`src/hdl/icg_pkg.sv`:
```
// Shared constants and control structs of the inode cache.
`timescale 1ns / 1ps
package icg_pkg;

  localparam int unsigned SLOTS_DEF = 64;
  localparam logic [15:0] LIMIT_RST = 16'd128;

  // Result status codes
  localparam logic [2:0] ST_HIT     = 3'd0;
  localparam logic [2:0] ST_MISS    = 3'd1;
  localparam logic [2:0] ST_INVALID = 3'd2;
  localparam logic [2:0] ST_FULL    = 3'd3;
  localparam logic [2:0] ST_BUSY    = 3'd4;
  localparam logic [2:0] ST_PUT     = 3'd5;

  localparam logic ACT_GET = 1'b0;
  localparam logic ACT_PUT = 1'b1;

  // Controller to datapath
  typedef struct packed {
    logic latch;
    logic look;
    logic enc;
    logic get_exec;
    logic put_exec;
    logic put_link;
  } icg_cmd_t;

  // Datapath to controller
  typedef struct packed {
    logic is_put;
    logic put_oob;
    logic invalid;
    logic any_hit;
    logic head_null;
    logic need_link;
  } icg_sts_t;

endpackage

```
`src/hdl/icg_ctrl.sv`:
```
// Sequencing controller of the inode cache.
`timescale 1ns / 1ps
module icg_ctrl
  import icg_pkg::*;
(
  input  logic     clk_i,
  input  logic     rst_ni,
  input  logic     start,
  output logic     busy,
  output logic     done_o,
  output icg_cmd_t cmd_o,
  input  icg_sts_t sts_i
);

  typedef enum logic [2:0] {
    S_IDLE, S_LOOK, S_ENC, S_GET, S_PUT, S_LINK, S_DONE
  } state_e;

  state_e state_q;
  logic   busy_q, done_q;

  // Commands follow the current state
  always_comb begin
    cmd_o          = '0;
    cmd_o.latch    = (state_q == S_IDLE) && start;
    cmd_o.look     = (state_q == S_LOOK);
    cmd_o.enc      = (state_q == S_ENC);
    cmd_o.get_exec = (state_q == S_GET);
    cmd_o.put_exec = (state_q == S_PUT);
    cmd_o.put_link = (state_q == S_LINK);
  end

  // State and registered outputs
  always_ff @(posedge clk_i or negedge rst_ni) begin
    if (!rst_ni) begin
      state_q <= S_IDLE;
      busy_q  <= 1'b0;
      done_q  <= 1'b0;
    end else begin
      unique case (state_q)
        S_IDLE: begin
          if (start) begin
            state_q <= S_LOOK;
            busy_q  <= 1'b1;
          end
        end
        S_LOOK: begin
          if (sts_i.is_put) begin
            if (sts_i.put_oob) begin
              state_q <= S_DONE;
              done_q  <= 1'b1;
            end else begin
              state_q <= S_PUT;
            end
          end else if (sts_i.invalid) begin
            state_q <= S_DONE;
            done_q  <= 1'b1;
          end else begin
            state_q <= S_ENC;
          end
        end
        S_ENC: begin
          if (!sts_i.any_hit && sts_i.head_null) begin
            state_q <= S_DONE;
            done_q  <= 1'b1;
          end else begin
            state_q <= S_GET;
          end
        end
        S_GET: begin
          state_q <= S_DONE;
          done_q  <= 1'b1;
        end
        S_PUT: begin
          if (sts_i.need_link) begin
            state_q <= S_LINK;
          end else begin
            state_q <= S_DONE;
            done_q  <= 1'b1;
          end
        end
        S_LINK: begin
          state_q <= S_DONE;
          done_q  <= 1'b1;
        end
        S_DONE: begin
          state_q <= S_IDLE;
          busy_q  <= 1'b0;
          done_q  <= 1'b0;
        end
        default: state_q <= S_IDLE;
      endcase
    end
  end

  assign busy   = busy_q;
  assign done_o = done_q;

endmodule

```
`src/hdl/icg_dpath.sv`:
```
// Tag match, slot tables, free list and result registers of the inode cache.
`timescale 1ns / 1ps
module icg_dpath
  import icg_pkg::*;
#(
  parameter int unsigned SLOTS = SLOTS_DEF
) (
  input  logic        clk_i,
  input  logic        rst_ni,
  input  logic        inode_limit_we_i,
  input  logic [15:0] inode_limit_i,
  input  logic        action_i,
  input  logic [7:0]  device_i,
  input  logic [15:0] inode_index_i,
  input  logic [5:0]  slot_in_i,
  input  logic        dirty_i,
  input  logic        link_zero_i,
  input  icg_cmd_t    cmd_i,
  output icg_sts_t    sts_o,
  output logic [2:0]  status_o,
  output logic [5:0]  slot_out_o,
  output logic [7:0]  count_out_o,
  output logic        write_back_o,
  output logic        free_inode_o
);

  localparam int unsigned SW = $clog2(SLOTS);
  localparam int unsigned PW = SW + 1;
  localparam logic [PW-1:0] NIL = PW'(SLOTS);

  // Request beat and config
  logic [15:0] limit_q;
  logic        action_q, dirty_q, lz_q;
  logic [7:0]  dev_q;
  logic [15:0] idx_q;
  logic [5:0]  slot_in_q;

  // Tag store (compared in parallel)
  logic [15:0]      tag_idx_q [SLOTS];
  logic [7:0]       tag_dev_q [SLOTS];
  logic [SLOTS-1:0] tag_vld_q, lock_q, onf_q;
  logic [SLOTS-1:0] match_d, match_q;

  // Count and link memories, entries invalid until first written
  logic [7:0]       cnt_mem [SLOTS];
  logic [PW-1:0]    nxt_mem [SLOTS];
  logic [PW-1:0]    prv_mem [SLOTS];
  logic [SLOTS-1:0] cnt_vld_q, nxt_vld_q, prv_vld_q;
  logic [7:0]       rd_cnt_q;
  logic [PW-1:0]    rd_nxt_q, rd_prv_q;
  logic             rd_cv_q, rd_nv_q, rd_pv_q;

  logic [PW-1:0] head_q, tail_q, old_tail_q;
  logic [SW-1:0] cur_s_q, enc_s, sel_s, put_s, rd_addr;
  logic          hit_q, any_hit, rd_en;

  logic [7:0]    cnt_rd, new_cnt;
  logic [PW-1:0] nxt_rd, prv_rd;

  logic          cnt_we, nxt_we, prv_we;
  logic [SW-1:0] cnt_wa, nxt_wa, prv_wa;
  logic [7:0]    cnt_wd;
  logic [PW-1:0] nxt_wd, prv_wd;

  logic          put_oob, invalid, put_zero;

  assign put_s   = SW'(slot_in_q);
  assign put_oob = (9'(slot_in_q) >= 9'(SLOTS));
  assign invalid = (idx_q == 16'd0) || (idx_q > limit_q);

  // Parallel tag compare
  always_comb begin
    for (int i = 0; i < SLOTS; i++) begin
      match_d[i] = tag_vld_q[i] && (tag_idx_q[i] == idx_q) && (tag_dev_q[i] == dev_q);
    end
  end

  // Lowest matching slot
  always_comb begin
    enc_s = '0;
    for (int i = SLOTS - 1; i >= 0; i--) begin
      if (match_q[i]) enc_s = SW'(i);
    end
  end
  assign any_hit = |match_q;
  assign sel_s   = any_hit ? enc_s : head_q[SW-1:0];

  assign rd_en   = cmd_i.look || cmd_i.enc;
  assign rd_addr = cmd_i.enc ? sel_s : put_s;

  // Read data, with reset values for never-written entries
  assign cnt_rd = rd_cv_q ? rd_cnt_q : 8'd0;
  assign nxt_rd = rd_nv_q ? rd_nxt_q : (PW'(cur_s_q) + PW'(1));
  assign prv_rd = rd_pv_q ? rd_prv_q : ((cur_s_q == '0) ? NIL : (PW'(cur_s_q) - PW'(1)));

  // New count for get and put
  always_comb begin
    if (cmd_i.put_exec) begin
      new_cnt = (cnt_rd == 8'd0) ? 8'd0 : (cnt_rd - 8'd1);
    end else if (hit_q) begin
      new_cnt = (cnt_rd == 8'hFF) ? 8'hFF : (cnt_rd + 8'd1);
    end else begin
      new_cnt = 8'd1;
    end
  end
  assign put_zero = (new_cnt == 8'd0) && !onf_q[cur_s_q];

  assign sts_o.is_put    = action_q;
  assign sts_o.put_oob   = put_oob;
  assign sts_o.invalid   = invalid;
  assign sts_o.any_hit   = any_hit;
  assign sts_o.head_null = (head_q == NIL);
  assign sts_o.need_link = put_zero;

  // Memory write ports
  always_comb begin
    cnt_we = 1'b0; cnt_wa = cur_s_q; cnt_wd = new_cnt;
    nxt_we = 1'b0; nxt_wa = cur_s_q; nxt_wd = NIL;
    prv_we = 1'b0; prv_wa = cur_s_q; prv_wd = tail_q;
    if (cmd_i.get_exec && !(hit_q && lock_q[cur_s_q])) begin
      cnt_we = 1'b1;
      if (onf_q[cur_s_q]) begin
        nxt_we = (prv_rd != NIL);
        nxt_wa = prv_rd[SW-1:0];
        nxt_wd = nxt_rd;
        prv_we = (nxt_rd != NIL);
        prv_wa = nxt_rd[SW-1:0];
        prv_wd = prv_rd;
      end
    end else if (cmd_i.put_exec) begin
      cnt_we = 1'b1;
      nxt_we = put_zero;
      prv_we = put_zero;
    end else if (cmd_i.put_link) begin
      nxt_we = (old_tail_q != NIL);
      nxt_wa = old_tail_q[SW-1:0];
      nxt_wd = PW'(cur_s_q);
    end
  end

  // Memories
  always_ff @(posedge clk_i) begin
    if (cnt_we) cnt_mem[cnt_wa] <= cnt_wd;
    if (nxt_we) nxt_mem[nxt_wa] <= nxt_wd;
    if (prv_we) prv_mem[prv_wa] <= prv_wd;
    if (rd_en) begin
      rd_cnt_q <= cnt_mem[rd_addr];
      rd_nxt_q <= nxt_mem[rd_addr];
      rd_prv_q <= prv_mem[rd_addr];
    end
  end

  // Payload registers: request, tags, match, result
  always_ff @(posedge clk_i) begin
    if (cmd_i.latch) begin
      action_q  <= action_i;
      dev_q     <= device_i;
      idx_q     <= inode_index_i;
      slot_in_q <= slot_in_i;
      dirty_q   <= dirty_i;
      lz_q      <= link_zero_i;
    end
    if (cmd_i.look) begin
      match_q <= match_d;
      cur_s_q <= put_s;
      if (action_q == ACT_PUT) begin
        status_o <= ST_PUT; slot_out_o <= slot_in_q;
      end else begin
        status_o <= ST_INVALID; slot_out_o <= '0;
      end
      count_out_o <= '0; write_back_o <= 1'b0; free_inode_o <= 1'b0;
    end
    if (cmd_i.enc) begin
      cur_s_q <= sel_s;
      hit_q   <= any_hit;
      status_o <= ST_FULL; slot_out_o <= '0; count_out_o <= '0;
    end
    if (cmd_i.get_exec) begin
      slot_out_o <= 6'(cur_s_q);
      if (hit_q && lock_q[cur_s_q]) begin
        status_o <= ST_BUSY; count_out_o <= cnt_rd;
      end else begin
        status_o <= hit_q ? ST_HIT : ST_MISS; count_out_o <= new_cnt;
        if (!hit_q) begin
          tag_idx_q[cur_s_q] <= idx_q;
          tag_dev_q[cur_s_q] <= dev_q;
        end
      end
    end
    if (cmd_i.put_exec) begin
      count_out_o  <= new_cnt;
      write_back_o <= (new_cnt == 8'd0) && dirty_q;
      free_inode_o <= (new_cnt == 8'd0) && lz_q;
      old_tail_q   <= tail_q;
    end
  end

  // Control state with reset: limit, flags, valid bits, list ends
  always_ff @(posedge clk_i or negedge rst_ni) begin
    if (!rst_ni) begin
      limit_q   <= LIMIT_RST;
      tag_vld_q <= '0;
      lock_q    <= '0;
      onf_q     <= '1;
      cnt_vld_q <= '0;
      nxt_vld_q <= '0;
      prv_vld_q <= '0;
      rd_cv_q   <= 1'b0;
      rd_nv_q   <= 1'b0;
      rd_pv_q   <= 1'b0;
      head_q    <= '0;
      tail_q    <= PW'(SLOTS - 1);
    end else begin
      if (inode_limit_we_i) limit_q <= inode_limit_i;
      if (cnt_we) cnt_vld_q[cnt_wa] <= 1'b1;
      if (nxt_we) nxt_vld_q[nxt_wa] <= 1'b1;
      if (prv_we) prv_vld_q[prv_wa] <= 1'b1;
      if (rd_en) begin
        rd_cv_q <= cnt_vld_q[rd_addr];
        rd_nv_q <= nxt_vld_q[rd_addr];
        rd_pv_q <= prv_vld_q[rd_addr];
      end
      if (cmd_i.get_exec && !(hit_q && lock_q[cur_s_q])) begin
        lock_q[cur_s_q] <= 1'b1;
        if (!hit_q) tag_vld_q[cur_s_q] <= 1'b1;
        if (onf_q[cur_s_q]) begin
          onf_q[cur_s_q] <= 1'b0;
          if (prv_rd == NIL) head_q <= nxt_rd;
          if (nxt_rd == NIL) tail_q <= prv_rd;
        end
      end
      if (cmd_i.put_exec) begin
        lock_q[cur_s_q] <= 1'b0;
        if (put_zero) begin
          onf_q[cur_s_q] <= 1'b1;
          tail_q <= PW'(cur_s_q);
          if (tail_q == NIL) head_q <= PW'(cur_s_q);
        end
      end
    end
  end

endmodule

```
`src/hdl/inode_cache_get_put.sv`:
```
// Top level of the inode cache get/put block.
// Steps, accept to result: a get runs LOOK, ENC, GET; an invalid index ends after LOOK,
// a full table after ENC. A put runs LOOK, PUT (an out-of-range slot ends after LOOK),
// plus LINK when the slot goes back onto the free list (one write port per link memory).
// One beat at a time: busy is high from accept until the result cycle ends.
// Reset: asynchronous, clears all slots to empty and free, limit to 128; no clearing pass.
`timescale 1ns / 1ps
module inode_cache_get_put
  import icg_pkg::*;
#(
  parameter int unsigned SLOTS = SLOTS_DEF
) (
  input  logic        clk_i,
  input  logic        rst_ni,
  input  logic        inode_limit_we_i,
  input  logic [15:0] inode_limit_i,
  input  logic        start,
  output logic        busy,
  input  logic        action_i,
  input  logic [7:0]  device_i,
  input  logic [15:0] inode_index_i,
  input  logic [5:0]  slot_in_i,
  input  logic        dirty_i,
  input  logic        link_zero_i,
  output logic        done_o,
  output logic [2:0]  status_o,
  output logic [5:0]  slot_out_o,
  output logic [7:0]  count_out_o,
  output logic        write_back_o,
  output logic        free_inode_o
);

  icg_cmd_t cmd;
  icg_sts_t sts;

  icg_ctrl u_ctrl (
    .clk_i  (clk_i),
    .rst_ni (rst_ni),
    .start  (start),
    .busy   (busy),
    .done_o (done_o),
    .cmd_o  (cmd),
    .sts_i  (sts)
  );

  icg_dpath #(.SLOTS(SLOTS)) u_dpath (
    .clk_i            (clk_i),
    .rst_ni           (rst_ni),
    .inode_limit_we_i (inode_limit_we_i),
    .inode_limit_i    (inode_limit_i),
    .action_i         (action_i),
    .device_i         (device_i),
    .inode_index_i    (inode_index_i),
    .slot_in_i        (slot_in_i),
    .dirty_i          (dirty_i),
    .link_zero_i      (link_zero_i),
    .cmd_i            (cmd),
    .sts_o            (sts),
    .status_o         (status_o),
    .slot_out_o       (slot_out_o),
    .count_out_o      (count_out_o),
    .write_back_o     (write_back_o),
    .free_inode_o     (free_inode_o)
  );

endmodule

```
`config.mk`:
```
export PLATFORM = sky130hd
export DESIGN_NAME = inode_cache_get_put
export DESIGN_NICKNAME = d
export VERILOG_FILES = /design/src/hdl/icg_pkg.sv /design/src/hdl/icg_ctrl.sv /design/src/hdl/icg_dpath.sv /design/src/hdl/inode_cache_get_put.sv
export SDC_FILE = /design/constraint.sdc
export NUM_CORES = 2
export LEC_CHECK = 0
export BUFFER_PORTS_ARGS = -buffer_cell sky130_fd_sc_hd__buf_2
export CAP_MARGIN = 15
export CORE_MARGIN = 4
export CORE_UTILIZATION = 45
export CTS_CLUSTER_DIAMETER = 150
export DETAILED_ROUTE_END_ITERATION = 7
export PLACE_DENSITY = 0.57
export SLEW_MARGIN = 10
export SYNTH_ARGS = -nofsm -noshare
export SYNTH_HDL_FRONTEND = slang
export SYNTH_SLANG_ARGS = --single-unit
```
`constraint.sdc`:
```
create_clock -name clk_i -period 6.8 [get_ports clk_i]
set_input_delay 1.02 -clock clk_i [delete_from_list [all_inputs] [get_ports clk_i]]
set_output_delay 1.02 -clock clk_i [all_outputs]
set_load 0.01 [all_outputs]
```
-- Yosys cells after proc, flatten, opt, wreduce, memory -nomap -nowiden
Memories as Yosys holds them, arrays and structs flattened. A register that Yosys moved wholly into a read port is not among the register bits.
Cells that the tools add are included.
- bits in registers: 552
- RAM bits: 2944
- output and inout bits: 21
- word-level logic and storage cells: 534
- memories kept: 5
- add/sub/neg operators: 4
- magnitude comparators: 8
- equal/unequal tests: 147
- multiplexer cells: 171
- bitwise operators: 10
- reduce and logical (&&, ||, !) cells: 159
- memories (name ; depth ; width ; rd ports ; clocked after memory_dff ; wr ports ; RTL line ; RTL):
    u_dpath.tag_idx_q ; 64 ; 16 ; 64 ; 0 ; 1 ; icg_dpath.sv:39 ; logic [15:0] tag_idx_q [SLOTS];
    u_dpath.cnt_mem ; 64 ; 8 ; 1 ; 1 ; 1 ; icg_dpath.sv:45 ; logic [7:0] cnt_mem [SLOTS];
    u_dpath.tag_dev_q ; 64 ; 8 ; 64 ; 0 ; 1 ; icg_dpath.sv:40 ; logic [7:0] tag_dev_q [SLOTS];
    u_dpath.nxt_mem ; 64 ; 7 ; 1 ; 1 ; 1 ; icg_dpath.sv:46 ; logic [PW-1:0] nxt_mem [SLOTS];
    u_dpath.prv_mem ; 64 ; 7 ; 1 ; 1 ; 1 ; icg_dpath.sv:47 ; logic [PW-1:0] prv_mem [SLOTS];
- operators by type and width (cell ; count):
    == test 16 bit ; 64
    == test 8 bit ; 64
    two-way mux 6 bit ; 78
    two-way mux 64 bit ; 6
    OR 64 bit ; 6
    two-way mux 7 bit ; 20
    logical AND 1 bit ; 138
    bitwise AND 64 bit ; 2
    two-way mux 8 bit ; 10
    inverter 64 bit ; 1
    OR reduction 64 bit ; 1
    two-way mux 1 bit ; 36
    binary-select mux 1 bit (select 6 bit) ; 5
    == test 7 bit, second input constant ; 4
    less-than comparator 6 x 7 -> 1 bit, second input constant ; 4
    two-way mux 3 bit ; 9
    != test 7 bit, second input constant ; 3
    demux 1 bit (select 6 bit) ; 3
    greater-or-equal comparator 6 x 1 -> 1 bit, second input constant ; 3
    greater-than comparator 16 bit ; 1
    logical NOT 16 bit ; 1
    logical NOT 8 bit ; 2
    one-hot mux 3 bit (5 select lines) ; 1
    != test 2 bit, second input constant ; 5
    other kinds (23) ; 32

-- Depth between registers and ports, before layout
- depth in word-level cells: 68
- mapped depth: 19
- mapped depth without buffers: 15

-- Cells and area by module
From an unflattened synthesis, not the netlist that was laid out.
- cell total of the unflattened synthesis: 10549
- area, all modules: 147023.5 um2
- modules (own cells, without submodules) (module ; instances ; cells an instance ; area each (um2)):
    icg_dpath ; 1 ; 10514 ; 146709.5
    icg_ctrl ; 1 ; 35 ; 314.1

-- Worst setup path before layout
No wires, ideal clock.
- path type: reg2reg
- start: reg u_dpath.cur_s_q[0], in the netlist u_dpath.cnt_wa[0]
- end: mem u_dpath.nxt_mem[0][0] (netlist bit), data pin
- arrival time: 5.046 ns
- data required time: 6.098 ns
- slack: 1.052 ns
- stages on the path, launching flop included: 12
- path buffers: 4
- clock period less this slack: 5.748 ns
- path through: edfxtp_1 -> buf_4 -> mux4_2 -> mux2_2 -> o21ai_0 -> o311ai_1 -> a41oi_2 -> nand2_2 -> buf_4 -> buf_2 -> clkbuf_1 -> o21ai_0
- longest elaborated chain between the ends: 6
- ends and longest elaborated chain (element ; RTL line ; RTL):
    from (decl) ; icg_dpath.sv:54 ; logic [SW-1:0] cur_s_q, enc_s, sel_s, put_s, rd_addr;
    from (signal assigned) ; icg_dpath.sv:165 ; cur_s_q <= put_s;
    from (signal assigned) ; icg_dpath.sv:174 ; cur_s_q <= sel_s;
    binary-select mux 1 bit (select 6 bit) ; icg_dpath.sv:120 ; if (cmd_i.get_exec && !(hit_q && lock_q[cur_s_q])) begin
    two-way mux 1 bit (not written as such) ; icg_dpath.sv:120 ;
    logical AND 1 bit ; icg_dpath.sv:120 ;
    logical NOT 1 bit ; icg_dpath.sv:120 ;
    logical AND 1 bit ; icg_dpath.sv:120 ;
    two-way mux 7 bit * ; icg_dpath.sv:120 ;
    net u_dpath.nxt_wd[0] ; icg_dpath.sv:63 ; logic [PW-1:0] nxt_wd, prv_wd;
    to (decl) ; icg_dpath.sv:46 ;
The timed path passes the listed nets; every way through them passes the cells marked *. The select of a mux whose other input is x is not followed.

-- Worst setup path in the final report
- start: reg u_dpath.match_q[57]
- end: reg u_dpath.rd_cnt_q[0], read port of u_dpath.cnt_mem, data pin
- longest elaborated chain between the ends: 60
- ends and longest elaborated chain (element ; RTL line ; RTL):
    from (decl) ; icg_dpath.sv:42 ; logic [SLOTS-1:0] match_d, match_q;
    from (signal assigned) ; icg_dpath.sv:164 ; match_q <= match_d;
    two-way mux 6 bit (58 in a row) ; icg_dpath.sv:82 ; if (match_q[i]) enc_s = SW'(i);
    two-way mux 6 bit * ; icg_dpath.sv:86 ; assign sel_s = any_hit ? enc_s : head_q[SW-1:0];
    two-way mux 6 bit * ; icg_dpath.sv:89 ; assign rd_addr = cmd_i.enc ? sel_s : put_s;
    to (decl) ; icg_dpath.sv:49 ; logic [7:0] rd_cnt_q;
Mark *: on every way between the ends. The rest lies on a longest branch, timed or not.
A chain may end at the register's enable or synchronous reset.

==> run summary <==
CLOCK TREE
---------------------------------------------------------------------------------------
Buffer count from post-CTS setup fixing                                               0
Buffer cell driving the clock tree root                                       clkbuf_16
Number of resized instances in the post-cts repair step                               0
CTS Buf Count                                                                       372
Clock tree from TritonCTS                                                           yes
Number of buffers inserted by hold repair at cts                                      0
Number of clock sinks seen by CTS                                                  3518
Maximum root-to-sink buffer count                                                     4
Clk pin slew, worst setup/hold paths                                            0.06 ns
Clock latency reported for the late side of the worst-skew pair                 0.94 ns
CTS H-tree lvls                                                                       5

STATUS
---------------------------------------------------------------------------------------
Outcome                                                                    complete, but fails checks
Violated checks                                                                     DRC

WORST SETUP PATH
---------------------------------------------------------------------------------------
Critical path launch point type                                                    flop
Critical Setup Path Class                                                  flop to flop
Worst reg2reg startpoint                                                   u_dpath.match_q[57]
Launching instance or port of the critical path                            u_dpath.match_q[57]
Capturing element of the worst setup path                                  u_dpath.rd_cnt_q[0]
R2r endpoint                                                               u_dpath.rd_cnt_q[0]
Maximum fanout along the worst path                                                  44
Register-to-Register Setup Slack                                                1.06 ns
Reg2Reg Depth                                                                        13
Arrival time reported for the critical path endpoint                            6.34 ns
Type of element capturing the critical path                                        flop
Required time of the critical path                                              7.40 ns

STA
---------------------------------------------------------------------------------------
Number of hold-slack violations in the final timing report                            0
Top achievable clock speed                                                      174 MHz
Minimum period implied by the final worst setup slack                           5.74 ns
Final period util                                                                 0.844
Skew final                                                                    0.0574 ns
Number of setup violations in the final report                                        0
Max_slew headroom                                                                 0.160
Max-slew violation total from the final report                                        0
Actual transition at the worst max-transition pin                               1.25 ns
Total negative setup slack                                                         0 ns
Setup repair after global routing missed its margin                                  no
Smallest hold slack                                                            0.172 ns

POWER
---------------------------------------------------------------------------------------
Net switching share of the total power                                            0.329
Clock power share                                                                 0.323
Sequential share of power                                                         0.424
Max rail drop VDD                                                              0.389 mV
Net Switching                                                                  0.0208 W
P_leak                                                                          58.1 nW
Combinational Power Share                                                         0.253
Int Power                                                                      0.0425 W
Power density over the cells                                                383 nW/um^2

SYNTHESIS
---------------------------------------------------------------------------------------
Syn avg cell area                                                             13.9 um^2
Synth Flop Type                                                                edfxtp_1
Async S/R FF share, synth                                                         0.120
Number of instances in the synthesized netlist                                    10497
Combined area of all synthesized cells                                      146000 um^2
Synthesis-stage register bit count                                                 3518
Number of enable flip-flop cells after synthesis                                   3096
Synthesis Warnings                                                                    0
Proportion of synthesized chip area in sequential cells                           0.710
Distinct cells, synth                                                                89
Syn nets                                                                          10571

CELLS AND AREA
---------------------------------------------------------------------------------------
Area taken by flip-flops and latches                                        104000 um^2
Final layout net count                                                            10774
Share of post-route cells with drive strength above 1                             0.124
Footprint of the multi-input gates                                           40200 um^2
FILL cells                                                                        27248
Cell Count, Final, Fillers Out                                                    15324
Fin util                                                                          0.513
Final Instance Area                                                         165000 um^2
Area growth from synthesis to layout                                              13.3%

PLACE
---------------------------------------------------------------------------------------
Post-placement cell area                                                    153000 um^2
HPWL reported at the end of detailed placement                                   249 mm
Instance count after placement with tap cells included                            14619
GPL Wtd Cong                                                                      0.913
Number of input and output port buffers inserted                                     73

DRT
---------------------------------------------------------------------------------------
Met3 wire length                                                                21.5 mm
Number of nets still failing antenna checks after routing                             0
Uppermost signal routing layer after detailed routing                              met4
Number of violations reported at the end of detailed-routing iteration 0           8485
1st-pass router iterations                                                            8
Drt via density                                                                    5.65
Post-route met1 wirelength                                                       172 mm
Final routed DRC violation total                                                     13
Number of vias after detailed routing                                             86588
Amount of wire on met2 after detailed routing                                    196 mm
DR WL/cell                                                                      26.7 um
Final routed wirelength across all metal layers                                  409 mm

HOLD PATH
---------------------------------------------------------------------------------------
Worst Hold Class                                                           input pin to async pin

RUN
---------------------------------------------------------------------------------------
Maximum capacitance violations                                                        0

GLOBAL ROUTE
---------------------------------------------------------------------------------------
Global route overflow                                                                 0
Antenna violations before repair                                                      6
Global-route wire length before repair                                           597 mm
Total Routing Usage GR                                                            0.240
Via count of the first global-routing pass                                        85902
Largest net degree at the start of global routing                                   157

FLOORPLAN
---------------------------------------------------------------------------------------
Placeable core region                                                       322000 um^2
I/O pin cnt                                                                          74
Initial cell density of the core                                                  0.453
Floorplan die height                                                             578 um
Die Footprint                                                               334000 um^2
Standard-cell row count                                                             208
Die boundary width                                                               578 um

[cells in the mapped netlist, drive strengths merged (93+ instances only)]
library cell | count | area [um^2]
a21oi | 181 | 913
buf | 275 | 1370
clkbuf | 302 | 1130
dfrtp | 351 | 8780
edfxtp | 3096 | 93000
mux2i | 326 | 3260
nand2 | 1577 | 5930
nand3 | 541 | 2710
nand4 | 143 | 895
nor2 | 396 | 1490
nor4 | 284 | 1810
o21ai | 394 | 1980
o221ai | 93 | 815
or2 | 229 | 1430
xnor2 | 585 | 5120
xor2 | 958 | 8390
[stage by stage]
step / setup WS, ns / total power, W
final: 1.06 / 0.0633
after global routing: 0.771 / 0.0657
after CTS: 1.06 / 0.0636
after detailed placement: 1.11 / 0.0432
after global placement: 1.18 / 0.0430
after floorplan: 1.05 / 0.0366
[cells in the final DEF (no fill, tap or decap), types with 268 or more instances in the layout]
master,count
nor2_1,317
edfxtp_1,3096
xor2_1,958
o21ai_0,388
dfrtp_1,351
buf_4,268
nand2_1,1565
nand3_1,541
xnor2_1,585
mux2i_1,326
clkbuf_16,385
[logic make-up after synthesis]
family / share of synthesized area
fa+ha+maj: 0.00180
simple gates: 0.106
buf+inv: 0.0188
xor+xnor: 0.0926
flops: 0.710
compound gates: 0.0460
mux: 0.0247
[area by class of cell]
class                           count  share of cell area
Sequential cell                  3518               0.626
Clock buffer                      541              0.0652
Multi-Input combinational cell   6338               0.243
Inverter                           64             0.00154
Tap cell                         4305              0.0326
Timing Repair Buffer              406              0.0217
Clock inverter                    146             0.00948
Antenna cell                        6           0.0000908
[sequential cells by signal (all words and copies together) (netlist names), 448 cells and up, named ones only]
signal             count
u_dpath.nxt_mem      448
u_dpath.tag_dev_q    512
u_dpath.prv_mem      448
u_dpath.tag_idx_q   1024
u_dpath.cnt_mem      512
[critical path, stage by stage, from the launching register on]
cell and delay, ns:
edfxtp_1 0.40, nor4_1 0.64, nor4bb_2 0.55, and4_4 0.34
or4_1 0.14, a211o_1 0.15, a21o_4 0.48, buf_4 0.67
mux2i_1 0.34, mux2i_1 0.11, a32oi_1 0.35, o221ai_1 0.30
a22oi_1 0.58, nand2_1 0.30
[power groups by stage]
stage / combinational (W) / clock, W / sequential (W)
after detailed placement: 0.0159 / 0 / 0.0272
after global placement: 0.0158 / 0 / 0.0272
after floorplan: 0.00956 / 0 / 0.0270
after global routing: 0.0171 / 0.0218 / 0.0269
final: 0.0160 / 0.0205 / 0.0268
after CTS: 0.0160 / 0.0208 / 0.0268
[layer usage]
metal  GRT usage  vias up
li1            -    38607
met2       0.397     3005
met5           0        -
met1       0.323    44177
met4       0.102        0
met3      0.0297      799
[how the worst min path moves through the flow]
| stage | endpoint | depth (start not counted) | startpoint |
|---|---|---|---|
| 6_report | u_dpath.prv_vld_q[60] | 1 | rst_ni |
| 5_1_grt | u_dpath.prv_vld_q[60] | 1 | rst_ni |
| 4_1_cts | u_dpath.prv_vld_q[60] | 1 | rst_ni |
| 3_5_place_dp | u_dpath.nxt_vld_q[59] | 1 | u_dpath.nxt_vld_q[59] |
| 3_3_place_gp | u_dpath.nxt_vld_q[54] | 1 | u_dpath.nxt_vld_q[54] |
| 2_1_floorplan | u_dpath.nxt_vld_q[38] | 1 | u_dpath.nxt_vld_q[38] |
Power figures use the tool's default switching activity.
